$ cat src/rtl/crs_pkg.sv
// Shared widths and constants for the curvature run segmenter.
`timescale 1ns / 1ps

package crs_pkg;

   localparam int CURV_W     = 16;
   localparam int MAG_W      = CURV_W + 1;
   localparam int THR_W      = 15;
   localparam int IDX_W      = 12;
   localparam int COUNT_W    = 12;
   localparam int SUM_W      = 32;

   // 0.185 in Q3.12
   localparam logic [THR_W-1:0]   THR_RESET = 15'd758;
   localparam logic [COUNT_W-1:0] COUNT_MAX = 12'd4095;

   typedef logic signed [CURV_W-1:0] sample_type;
   typedef logic [IDX_W-1:0]         index_type;

endpackage

$ cat src/rtl/crs_channels.sv
// Valid/ready channel interfaces for requests, results and the threshold register.
`timescale 1ns / 1ps

interface crs_req_if;
   import crs_pkg::*;

   logic       valid;
   logic       ready;
   sample_type curvature;
   logic       end_of_line;

   modport source (output valid, output curvature, output end_of_line, input ready);
   modport sink   (input valid, input curvature, input end_of_line, output ready);
endinterface

interface crs_rsp_if;
   import crs_pkg::*;

   logic               valid;
   logic               ready;
   logic [COUNT_W-1:0] run_number;
   index_type          start_index;
   index_type          end_index;
   sample_type         peak_value;
   index_type          peak_index;
   sample_type         min_value;
   sample_type         max_value;
   logic [SUM_W-1:0]   sum_value;
   logic               line_done;

   modport source (output valid, output run_number, output start_index, output end_index,
                   output peak_value, output peak_index, output min_value, output max_value,
                   output sum_value, output line_done, input ready);
   modport sink   (input valid, input run_number, input start_index, input end_index,
                   input peak_value, input peak_index, input min_value, input max_value,
                   input sum_value, input line_done, output ready);
endinterface

interface crs_csr_if;
   import crs_pkg::*;

   logic             valid;
   logic             ready;
   logic [THR_W-1:0] data;

   modport source (output valid, output data, input ready);
   modport sink   (input valid, input data, output ready);
endinterface

$ cat src/rtl/curvature_run_segmenter.sv
// A request waits in the input register; the run-state update writes any result
// to the result register. Throughput: one request per cycle while that register
// is free or draining, set by the single-stage run-state update between them.
// A pending result does not stall intake until the input register is also full.
// Reset (synchronous, active high) clears the run state, empties both registers
// and loads the threshold with 758 (0.185 in Q3.12).
`timescale 1ns / 1ps

module curvature_run_segmenter #(
   parameter int INDEX_BITS = 12
) (
   input  logic             clock,
   input  logic             reset,
   crs_req_if.sink          req_if,
   crs_rsp_if.source        rsp_if,
   crs_csr_if.sink          csr_if
);
   import crs_pkg::*;

   localparam int IDX_EXT_W = (INDEX_BITS > IDX_W) ? INDEX_BITS : IDX_W;
   localparam logic [INDEX_BITS-1:0] INDEX_MAX = {INDEX_BITS{1'b1}};

   // Input register
   logic                  in_valid_ff, in_valid_in;
   sample_type            in_curv_ff;
   logic                  in_eol_ff;

   // Threshold register
   logic [THR_W-1:0]      thr_ff;

   // Run state
   logic [INDEX_BITS-1:0] position_ff, position_in;
   logic                  in_run_ff, in_run_in;
   logic [COUNT_W-1:0]    run_count_ff, run_count_in;
   index_type             run_start_ff, run_start_in;
   index_type             run_end_ff, run_end_in;
   sample_type            run_peak_ff, run_peak_in;
   index_type             run_peak_at_ff, run_peak_at_in;
   sample_type            run_min_ff, run_min_in;
   sample_type            run_max_ff, run_max_in;
   logic [SUM_W-1:0]      run_sum_ff, run_sum_in;

   // Result register
   logic                  rsp_valid_ff, rsp_valid_in;
   logic [COUNT_W-1:0]    rsp_number_ff;
   index_type             rsp_start_ff;
   index_type             rsp_end_ff;
   sample_type            rsp_peak_ff;
   index_type             rsp_peak_at_ff;
   sample_type            rsp_min_ff;
   sample_type            rsp_max_ff;
   logic [SUM_W-1:0]      rsp_sum_ff;
   logic                  rsp_done_ff;

   logic                  advance;
   logic                  emit;
   logic                  emit_done;
   logic [IDX_EXT_W-1:0]  idx_ext;
   index_type             idx;
   logic [MAG_W-1:0]      curv_mag;
   logic [MAG_W-1:0]      peak_mag;
   logic                  over;

   function automatic logic [MAG_W-1:0] magnitude(input sample_type v);
      logic signed [MAG_W-1:0] wide;
      wide = MAG_W'(v);
      return wide[MAG_W-1] ? MAG_W'(-wide) : MAG_W'(wide);
   endfunction

   // The stage moves when the result register is free or is being drained.
   assign advance       = in_valid_ff && (!rsp_valid_ff || rsp_if.ready);
   assign req_if.ready  = !in_valid_ff || advance;
   assign csr_if.ready  = 1'b1;

   assign idx_ext  = IDX_EXT_W'(position_ff);
   assign idx      = idx_ext[IDX_W-1:0];
   assign curv_mag = magnitude(in_curv_ff);
   assign peak_mag = magnitude(run_peak_ff);
   assign over     = curv_mag > MAG_W'(thr_ff);

   always_comb begin
      in_valid_in    = in_valid_ff;
      position_in    = position_ff;
      in_run_in      = in_run_ff;
      run_count_in   = run_count_ff;
      run_start_in   = run_start_ff;
      run_end_in     = run_end_ff;
      run_peak_in    = run_peak_ff;
      run_peak_at_in = run_peak_at_ff;
      run_min_in     = run_min_ff;
      run_max_in     = run_max_ff;
      run_sum_in     = run_sum_ff;
      emit           = 1'b0;
      emit_done      = 1'b0;

      if (req_if.valid && req_if.ready) begin
         in_valid_in = 1'b1;
      end else if (advance) begin
         in_valid_in = 1'b0;
      end

      if (advance) begin
         if (in_eol_ff) begin
            // The final sample is not examined; it closes an open run and resets the position and run count.
            emit         = in_run_ff;
            emit_done    = 1'b1;
            position_in  = '0;
            in_run_in    = 1'b0;
            run_count_in = '0;
         end else begin
            if (position_ff != INDEX_MAX) begin
               position_in = position_ff + 1'b1;
            end
            if (position_ff != '0) begin
               if (over) begin
                  if (in_run_ff) begin
                     emit      = 1'b1;
                     in_run_in = 1'b0;
                     if (run_count_ff != COUNT_MAX) begin
                        run_count_in = run_count_ff + 1'b1;
                     end
                  end
               end else if (!in_run_ff) begin
                  in_run_in      = 1'b1;
                  run_start_in   = idx;
                  run_end_in     = idx;
                  run_peak_in    = in_curv_ff;
                  run_peak_at_in = idx;
                  run_min_in     = in_curv_ff;
                  run_max_in     = in_curv_ff;
                  run_sum_in     = '0;
               end else begin
                  run_end_in = idx;
                  // A tie keeps the earlier peak.
                  if (peak_mag < curv_mag) begin
                     run_peak_in    = in_curv_ff;
                     run_peak_at_in = idx;
                  end
                  if (in_curv_ff < run_min_ff) begin
                     run_min_in = in_curv_ff;
                  end else if (in_curv_ff > run_max_ff) begin
                     run_max_in = in_curv_ff;
                  end
                  run_sum_in = run_sum_ff + SUM_W'(in_curv_ff);
               end
            end
         end
      end

      if (advance && emit) begin
         rsp_valid_in = 1'b1;
      end else if (rsp_if.ready) begin
         rsp_valid_in = 1'b0;
      end else begin
         rsp_valid_in = rsp_valid_ff;
      end
   end

   always_ff @(posedge clock) begin
      if (reset) begin
         in_valid_ff  <= 1'b0;
         thr_ff       <= THR_RESET;
         position_ff  <= '0;
         in_run_ff    <= 1'b0;
         run_count_ff <= '0;
         rsp_valid_ff <= 1'b0;
      end else begin
         in_valid_ff  <= in_valid_in;
         position_ff  <= position_in;
         in_run_ff    <= in_run_in;
         run_count_ff <= run_count_in;
         rsp_valid_ff <= rsp_valid_in;
         if (csr_if.valid && csr_if.ready) begin
            thr_ff <= csr_if.data;
         end
      end

      if (req_if.valid && req_if.ready) begin
         in_curv_ff <= req_if.curvature;
         in_eol_ff  <= req_if.end_of_line;
      end

      run_start_ff   <= run_start_in;
      run_end_ff     <= run_end_in;
      run_peak_ff    <= run_peak_in;
      run_peak_at_ff <= run_peak_at_in;
      run_min_ff     <= run_min_in;
      run_max_ff     <= run_max_in;
      run_sum_ff     <= run_sum_in;

      if (advance && emit) begin
         rsp_number_ff  <= run_count_ff;
         rsp_start_ff   <= run_start_ff;
         rsp_end_ff     <= run_end_ff;
         rsp_peak_ff    <= run_peak_ff;
         rsp_peak_at_ff <= run_peak_at_ff;
         rsp_min_ff     <= run_min_ff;
         rsp_max_ff     <= run_max_ff;
         rsp_sum_ff     <= run_sum_ff;
         rsp_done_ff    <= emit_done;
      end
   end

   assign rsp_if.valid       = rsp_valid_ff;
   assign rsp_if.run_number  = rsp_number_ff;
   assign rsp_if.start_index = rsp_start_ff;
   assign rsp_if.end_index   = rsp_end_ff;
   assign rsp_if.peak_value  = rsp_peak_ff;
   assign rsp_if.peak_index  = rsp_peak_at_ff;
   assign rsp_if.min_value   = rsp_min_ff;
   assign rsp_if.max_value   = rsp_max_ff;
   assign rsp_if.sum_value   = rsp_sum_ff;
   assign rsp_if.line_done   = rsp_done_ff;

`ifndef SYNTH
   // The end of a polyline leaves the block ready for the next one.
   a_eol_clears: assert property (@(posedge clock) disable iff (reset)
      advance && in_eol_ff |=> position_ff == '0 && !in_run_ff && run_count_ff == '0)
      else $error("polyline end did not clear the run state");

   // A new result only appears after a request moved through the stage.
   a_rsp_from_stage: assert property (@(posedge clock) disable iff (reset)
      $rose(rsp_valid_ff) |-> $past(advance))
      else $error("result appeared without a processed request");

   // The peak has the largest magnitude of the run, so it bounds the extremes.
   a_peak_bounds: assert property (@(posedge clock) disable iff (reset)
      in_run_ff |-> peak_mag >= magnitude(run_min_ff) && peak_mag >= magnitude(run_max_ff))
      else $error("run peak smaller than a run extreme");
`endif

endmodule
$ cat src/flat_wrapper.sv
// flat-port wrapper written by rule: the top's interface ports become plain ports
module curvature_run_segmenter_flat import crs_pkg::*;
#(
   parameter int INDEX_BITS = 12
)
  (clock, reset, req_if_valid, req_if_curvature, req_if_end_of_line, req_if_ready, rsp_if_valid, rsp_if_run_number, rsp_if_start_index, rsp_if_end_index, rsp_if_peak_value, rsp_if_peak_index, rsp_if_min_value, rsp_if_max_value, rsp_if_sum_value, rsp_if_line_done, rsp_if_ready, csr_if_valid, csr_if_data, csr_if_ready);
  crs_req_if req_if_i ();
  crs_rsp_if rsp_if_i ();
  crs_csr_if csr_if_i ();
  input  logic clock;
  input  logic reset;
  input wire logic [$bits(req_if_i.valid)-1:0] req_if_valid;
  input wire logic [$bits(req_if_i.curvature)-1:0] req_if_curvature;
  input wire logic [$bits(req_if_i.end_of_line)-1:0] req_if_end_of_line;
  output wire logic [$bits(req_if_i.ready)-1:0] req_if_ready;
  output wire logic [$bits(rsp_if_i.valid)-1:0] rsp_if_valid;
  output wire logic [$bits(rsp_if_i.run_number)-1:0] rsp_if_run_number;
  output wire logic [$bits(rsp_if_i.start_index)-1:0] rsp_if_start_index;
  output wire logic [$bits(rsp_if_i.end_index)-1:0] rsp_if_end_index;
  output wire logic [$bits(rsp_if_i.peak_value)-1:0] rsp_if_peak_value;
  output wire logic [$bits(rsp_if_i.peak_index)-1:0] rsp_if_peak_index;
  output wire logic [$bits(rsp_if_i.min_value)-1:0] rsp_if_min_value;
  output wire logic [$bits(rsp_if_i.max_value)-1:0] rsp_if_max_value;
  output wire logic [$bits(rsp_if_i.sum_value)-1:0] rsp_if_sum_value;
  output wire logic [$bits(rsp_if_i.line_done)-1:0] rsp_if_line_done;
  input wire logic [$bits(rsp_if_i.ready)-1:0] rsp_if_ready;
  input wire logic [$bits(csr_if_i.valid)-1:0] csr_if_valid;
  input wire logic [$bits(csr_if_i.data)-1:0] csr_if_data;
  output wire logic [$bits(csr_if_i.ready)-1:0] csr_if_ready;
  assign req_if_i.valid = req_if_valid;
  assign req_if_i.curvature = req_if_curvature;
  assign req_if_i.end_of_line = req_if_end_of_line;
  assign req_if_ready = req_if_i.ready;
  assign rsp_if_valid = rsp_if_i.valid;
  assign rsp_if_run_number = rsp_if_i.run_number;
  assign rsp_if_start_index = rsp_if_i.start_index;
  assign rsp_if_end_index = rsp_if_i.end_index;
  assign rsp_if_peak_value = rsp_if_i.peak_value;
  assign rsp_if_peak_index = rsp_if_i.peak_index;
  assign rsp_if_min_value = rsp_if_i.min_value;
  assign rsp_if_max_value = rsp_if_i.max_value;
  assign rsp_if_sum_value = rsp_if_i.sum_value;
  assign rsp_if_line_done = rsp_if_i.line_done;
  assign rsp_if_i.ready = rsp_if_ready;
  assign csr_if_i.valid = csr_if_valid;
  assign csr_if_i.data = csr_if_data;
  assign csr_if_ready = csr_if_i.ready;
  curvature_run_segmenter #(.INDEX_BITS(INDEX_BITS)) u_core (.clock(clock), .reset(reset), .req_if(req_if_i), .rsp_if(rsp_if_i), .csr_if(csr_if_i));
endmodule
$ cat config.mk
export PLATFORM = sky130hd
export DESIGN_NAME = curvature_run_segmenter_flat
export DESIGN_NICKNAME = d
export VERILOG_FILES = /design/src/rtl/crs_pkg.sv /design/src/rtl/crs_channels.sv /design/src/rtl/curvature_run_segmenter.sv /design/src/flat_wrapper.sv
export SDC_FILE = /design/constraint.sdc
export NUM_CORES = 1
export LEC_CHECK = 0
export BUFFER_PORTS_ARGS = -buffer_cell sky130_fd_sc_hd__buf_2
export CORE_UTILIZATION = 55
export DETAILED_ROUTE_END_ITERATION = 8
export PLACE_DENSITY = 0.76
export SLEW_MARGIN = 20
export SYNTH_ARGS = -nofsm -noshare
export SYNTH_HDL_FRONTEND = slang
export SYNTH_SLANG_ARGS = --single-unit
$ cat constraint.sdc
create_clock -name clock -period 13.55 [get_ports clock]
set_clock_uncertainty 0.15 [all_clocks]
set_input_delay 0.6775 -clock clock [delete_from_list [all_inputs] [get_ports clock]]
set_output_delay 0.6775 -clock clock [all_outputs]
set_load 0.01 [all_outputs]
# After elaboration in Yosys (flattened, before gate mapping)
# Cells that the tools add are included.
# totals
inputBits,37
out_inout_bits,132
reg_bits,304
# op_classes
eq_ne,6
n_mux,31
reduce_logical,23
magnitude_cmp,4
bitwise_logic,3
add_sub_neg,5
# ops
op,count
$mux W16,7
$mux W12,9
$mux W17,2
$neg A16 Y17,2
$add A32 B32 Y32,1
$add A12 B1 Y12 const B,2
$ne A12 B12 Y1 const B,2
$reduce_and A5 Y1,4
$gt A17 B15 Y1,1
$lt A17 B17 Y1,1
$gt A16 B16 Y1,1
$lt A16 B16 Y1,1
$reduce_bool A2 Y1,7
$mux W1,13
$reduce_bool A12 Y1,1
$ne A2 B2 Y1 const B,4
$reduce_and A6 Y1,1
$reduce_and A2 Y1,2
$reduce_and A4 Y1,1
$logic_and A1 B1 Y1,3
$not A1 Y1,3
$logic_not A1 Y1,2
$logic_or A1 B1 Y1,2

# Longest topological paths before layout
# logic_depth
word_depth,9
mapped_depth,18

# Worst setup path before layout
# No wires, ideal clock.
# synth_path
kind,reg-to-reg
start,reg u_core.in_curv_ff[6]
end,"reg u_core.rsp_end_ff[0] (netlist: u_core.rsp_if.end_index[0]), enable pin"
t_arrival_ps,10217
path_buffers,2
stages_incl_launch_ff,15
setup_time_ps,689
synth_period_minus_slack_ps,11056
slack_ps,2494
path_cell_list,edfxtp_1 -> or4_4 -> or2_1 -> or3_1 -> o31ai_1 -> xor2_1 -> inv_1 -> ha_1 -> a21oi_1 -> and3_1 -> a21boi_1 -> and4_4 -> buf_6 -> buf_6 -> nor4_2
# synth_between
elab_chain_cells,8
# synth_lines
element,line_no,text
"start, declared",curvature_run_segmenter.sv:25,sample_type in_curv_ff;
"start signal, assigned",curvature_run_segmenter.sv:179,in_curv_ff <= req_if.curvature;
$neg A16 Y17,curvature_run_segmenter.sv:67,return wide[MAG_W-1] ? MAG_W'(-wide) : MAG_W'(wide);
$mux W17 *,curvature_run_segmenter.sv:67,
$gt A17 B15 Y1 *,curvature_run_segmenter.sv:79,assign over = curv_mag > MAG_W'(thr_ff);
$mux W1 *,curvature_run_segmenter.sv:115,if (over) begin
$mux W1 *,curvature_run_segmenter.sv:114,if (position_ff != '0) begin
$mux W1 *,curvature_run_segmenter.sv:103,if (in_eol_ff) begin
$mux W1 *,curvature_run_segmenter.sv:102,if (advance) begin
$logic_and A1 B1 Y1 *,curvature_run_segmenter.sv:191,if (advance && emit) begin
"end signal, assigned",curvature_run_segmenter.sv:194,rsp_end_ff <= run_end_ff;
"end, declared",curvature_run_segmenter.sv:47,index_type rsp_end_ff;
# Mark *: on every way between the ends. The rest lies on a longest branch, timed or not.
# A chain may end at the register's enable or synchronous reset.

# Final worst setup path
# layout_path
start,reg u_core.in_curv_ff[1]
end,"reg u_core.run_start_ff[1], enable pin"
# layout_between
elab_chain_cells,5
# layout_lines
element,line_no,text
$neg A16 Y17,curvature_run_segmenter.sv:67,
$mux W17 *,curvature_run_segmenter.sv:67,
$gt A17 B15 Y1 *,curvature_run_segmenter.sv:79,
$not A1 Y1 (no line) *,n/a,
$reduce_and A5 Y1 (no line) *,n/a,
"end signal, assigned",curvature_run_segmenter.sv:183,run_start_ff <= run_start_in;
"end, declared",curvature_run_segmenter.sv:35,"index_type run_start_ff, run_start_in;"
# Marked as above.

==> results.sh <==
export IMPL_clock_fmax_mhz=186.0
export IMPL_io_pins=169
export IMPL_post_cts_setup_buffer_count=0
export IMPL_syn_area_um2=13780
export IMPL_ant_nets=0
export IMPL_r2r_end="u_core.run_start_ff[1]"
export IMPL_reg2reg_from="u_core.in_curv_ff[1]"
export IMPL_syn2layout_area_growth_pct=15.96
export IMPL_worst_pin_slew_ns=1.124
export IMPL_total_power_uw=2027
export IMPL_design_area_um2=15980
export IMPL_insertion_delay_ns=0.56
export IMPL_core_um2=24460
export IMPL_start_util_pct=56.32
export IMPL_nFillCells=1791
export IMPL_hold_viol_final=0
export IMPL_drc=0
export IMPL_wire_per_inst_um=18.24
export IMPL_drt_first_pass_iters=5
export IMPL_rsz0062_at_grt="false"
export IMPL_slew_limit_headroom_pct=25.08
export IMPL_fin_crit_sh_pct=39.67
export IMPL_yosysMostFrequentCell="edfxtp_1"
export IMPL_numCtsBuffers=31
export IMPL_synthDistinctLibCells=71
export IMPL_cts_num_sinks=304
export IMPL_cts_root_buf="clkbuf_16"
export IMPL_whs_endpoint="u_core.in_curv_ff[11]"
export IMPL_die_h_um=160.3
export IMPL_layout_nets=1377
export IMPL_grt_max_degree=95
export IMPL_avgSynthCellArea_um2=12.94
export IMPL_layout_area_seq_um2=8708
export IMPL_die_width_um=160.3
export IMPL_multi_input_area_um2=4679
export IMPL_arrival_ns=5.40
export IMPL_status="completed"
export IMPL_grt_pass1_vias=8940
export IMPL_drt_iter0_markers=678
export IMPL_vias=9092
export IMPL_cap_violations=0
export IMPL_vias_per_cell=5.704
export IMPL_synth_edf_count=262
export IMPL_r2r_slack_ns=8.18
export IMPL_synth_area_top_cells="edfxtp_1 57%, ha_1 8.5%, dfxtp_1 6.1%, a21oi_1 2.3%, xnor2_1 2.1%"
export IMPL_hp_class="in2reg"
export IMPL_drive_gt1_share_pct=19.06
export IMPL_portBuffers=167
export IMPL_setup_tns_ns=0
export IMPL_ys_ff_latch=304
export IMPL_rows=57
export IMPL_routed_wl_um=29080
export IMPL_cp_max_fo=27
export IMPL_cp_start_kind="flop"
export IMPL_grt_pass1_wl_um=45950
export IMPL_dieArea_um2=25690
export IMPL_ys_seq_area_share_pct=63.21
export IMPL_peakVddDrop_mv=0.08797
export IMPL_gp_congestion=0.9130
export IMPL_ys_async_sr_fraction_pct=0
export IMPL_clockBufferDepth=3
export IMPL_h_tree_depth=1
export IMPL_yosysWarnings=0
export IMPL_antenna_found_initial=0
export IMPL_synth_largest_area_cell="edfxtp_1"
export IMPL_cp_end_kind="flop"
export IMPL_min_delay_start="req_if_curvature[11]"
export IMPL_placed_area_um2=14980
export IMPL_track_usage_pct=22.70
export IMPL_ctsHoldBuffers=0
export IMPL_power_density_nw_per_um2=126.9
export IMPL_synth_ff_type="edfxtp_1"
export IMPL_rr_worst_depth=14
export IMPL_setup_violations=0
export IMPL_required_ns=13.58
export IMPL_path_class="reg2reg"
export IMPL_clk_pin_slew_ns=0.06
export IMPL_final_max_slew_viol_count=0
export IMPL_hold_depth=1
export IMPL_total_leakage_power_uw=0.006313
export IMPL_cts_tree="built"
export IMPL_cts_resized=0
export IMPL_antenna_cells=0
export IMPL_min_period_ns=5.375
export IMPL_hpwl_um=20200
export IMPL_grt_overflow=0
export IMPL_synth_commonest_cells="262 x edfxtp_1, 94 x ha_1, 76 x inv_1"
export IMPL_syn_inst=1065
export IMPL_synth_top_cell_area_share_pct=57.11
-- state kept, by name, indices dropped and copies added, names as in the netlist, 15 cells and up --
signal                    cells
u_core.rsp_if.sum_value      32
u_core.run_sum_ff            32
u_core.in_curv_ff            16
u_core.rsp_if.max_value      16
u_core.rsp_if.min_value      16
u_core.rsp_if.peak_value     16
u_core.run_max_ff            16
u_core.run_min_ff            16
u_core.run_peak_ff           16
u_core.thr_ff                15
-- cells in the final DEF (no fill, tap or decap), drive strengths merged, types with 12 or more instances in the layout --
cell type,instances
clkbuf,32
edfxtp,262
nor2,72
o31ai,15
xnor2,33
ha,94
o21ai,41
nand2,55
nand2b,14
nand3,21
dfxtp,42
o211ai,18
nor3,14
a21oi,63
xor2,26
buf,175
nand4,19
inv,77
and3,12
clkinv,16
a21o,20
-- layout make-up --
cell class / count / share of cell area (%)
Sequential cell: 304 / 54.51
Multi-Input combinational cell: 656 / 29.29
Timing Repair Buffer: 175 / 5.631
Clock buffer: 32 / 4.879
Tap cell: 324 / 2.538
Inverter: 77 / 1.809
Clock inverter: 26 / 1.339
-- per-layer routing --
| metal | vias to the layer above | track usage (%) | share of wire [%] |
|---|---|---|---|
| met5 | - | 0 | 0 |
| met4 | 0 | 7.100 | 2.4 |
| met3 | 50 | 3.065 | 5.6 |
| met2 | 320 | 37.71 | 48 |
| met1 | 4362 | 31.09 | 44 |
| li1 | 4360 | - | - |
-- through the flow --
step / hold slack (ns) / utilization (%) / instances / worst slack, ns
after floorplan: 0.2503 / - / 1066 / 2.494
after global placement: 0.2518 / 61.23 / 1536 / 8.349
after detailed placement: 0.2545 / 61.23 / 1536 / 8.148
after CTS: 0.1140 / 65.29 / 1594 / 8.179
after global routing: 0.1264 / 65.31 / 1594 / 7.710
final: 0.1339 / 65.31 / 1594 / 8.175
-- worst max path at each step --
stage                                            end  depth (start not counted)  slack (ns)                 start
final                         u_core.run_start_ff[1]                         14        8.18  u_core.in_curv_ff[1]
after global routing          u_core.run_start_ff[1]                         15        7.71  u_core.in_curv_ff[1]
after CTS                    u_core.run_start_ff[10]                         15        8.18  u_core.in_curv_ff[1]
after detailed placement      u_core.run_start_ff[7]                         14        8.15  u_core.in_curv_ff[1]
after global placement        u_core.run_start_ff[7]                         15        8.35  u_core.in_curv_ff[1]
after floorplan           u_core.rsp_if.end_index[0]                         14        2.49  u_core.in_curv_ff[6]
-- cell families (layout without fill, tap and decap cells) --
kind of cell,after synthesis,in the layout,share of synthesized area (%)
buffers and inverters,106,310,3.042
multiplexers,10,10,0.7266
AND/OR/NAND/NOR,267,267,9.972
other,2,3,0.05451
XOR/XNOR,59,59,3.751
flip-flops,304,304,63.21
adder cells (fa/ha/maj),95,95,8.682
AO/OA/AOI/OAI,222,222,10.56
-- power breakdown --
group          switching, uW  internal (uW)
registers               18.2           1020
logic                    100           68.3
clock network            358            460
-- worst max-delay path, stage by stage (launching register included) --
cell and delay, ns:
edfxtp_1 0.55, inv_1 0.19, ha_1 0.19, or4b_1 0.54
o41ai_1 0.34, xnor2_1 0.23, ha_1 0.30, and4_1 0.21
nor3b_1 0.14, o31ai_1 0.33, nand2_1 0.12, a22oi_1 0.22
and4_4 0.43, o21ai_1 0.25, nor2_1 0.81
Note: power is estimated with default switching activity, not from simulation.
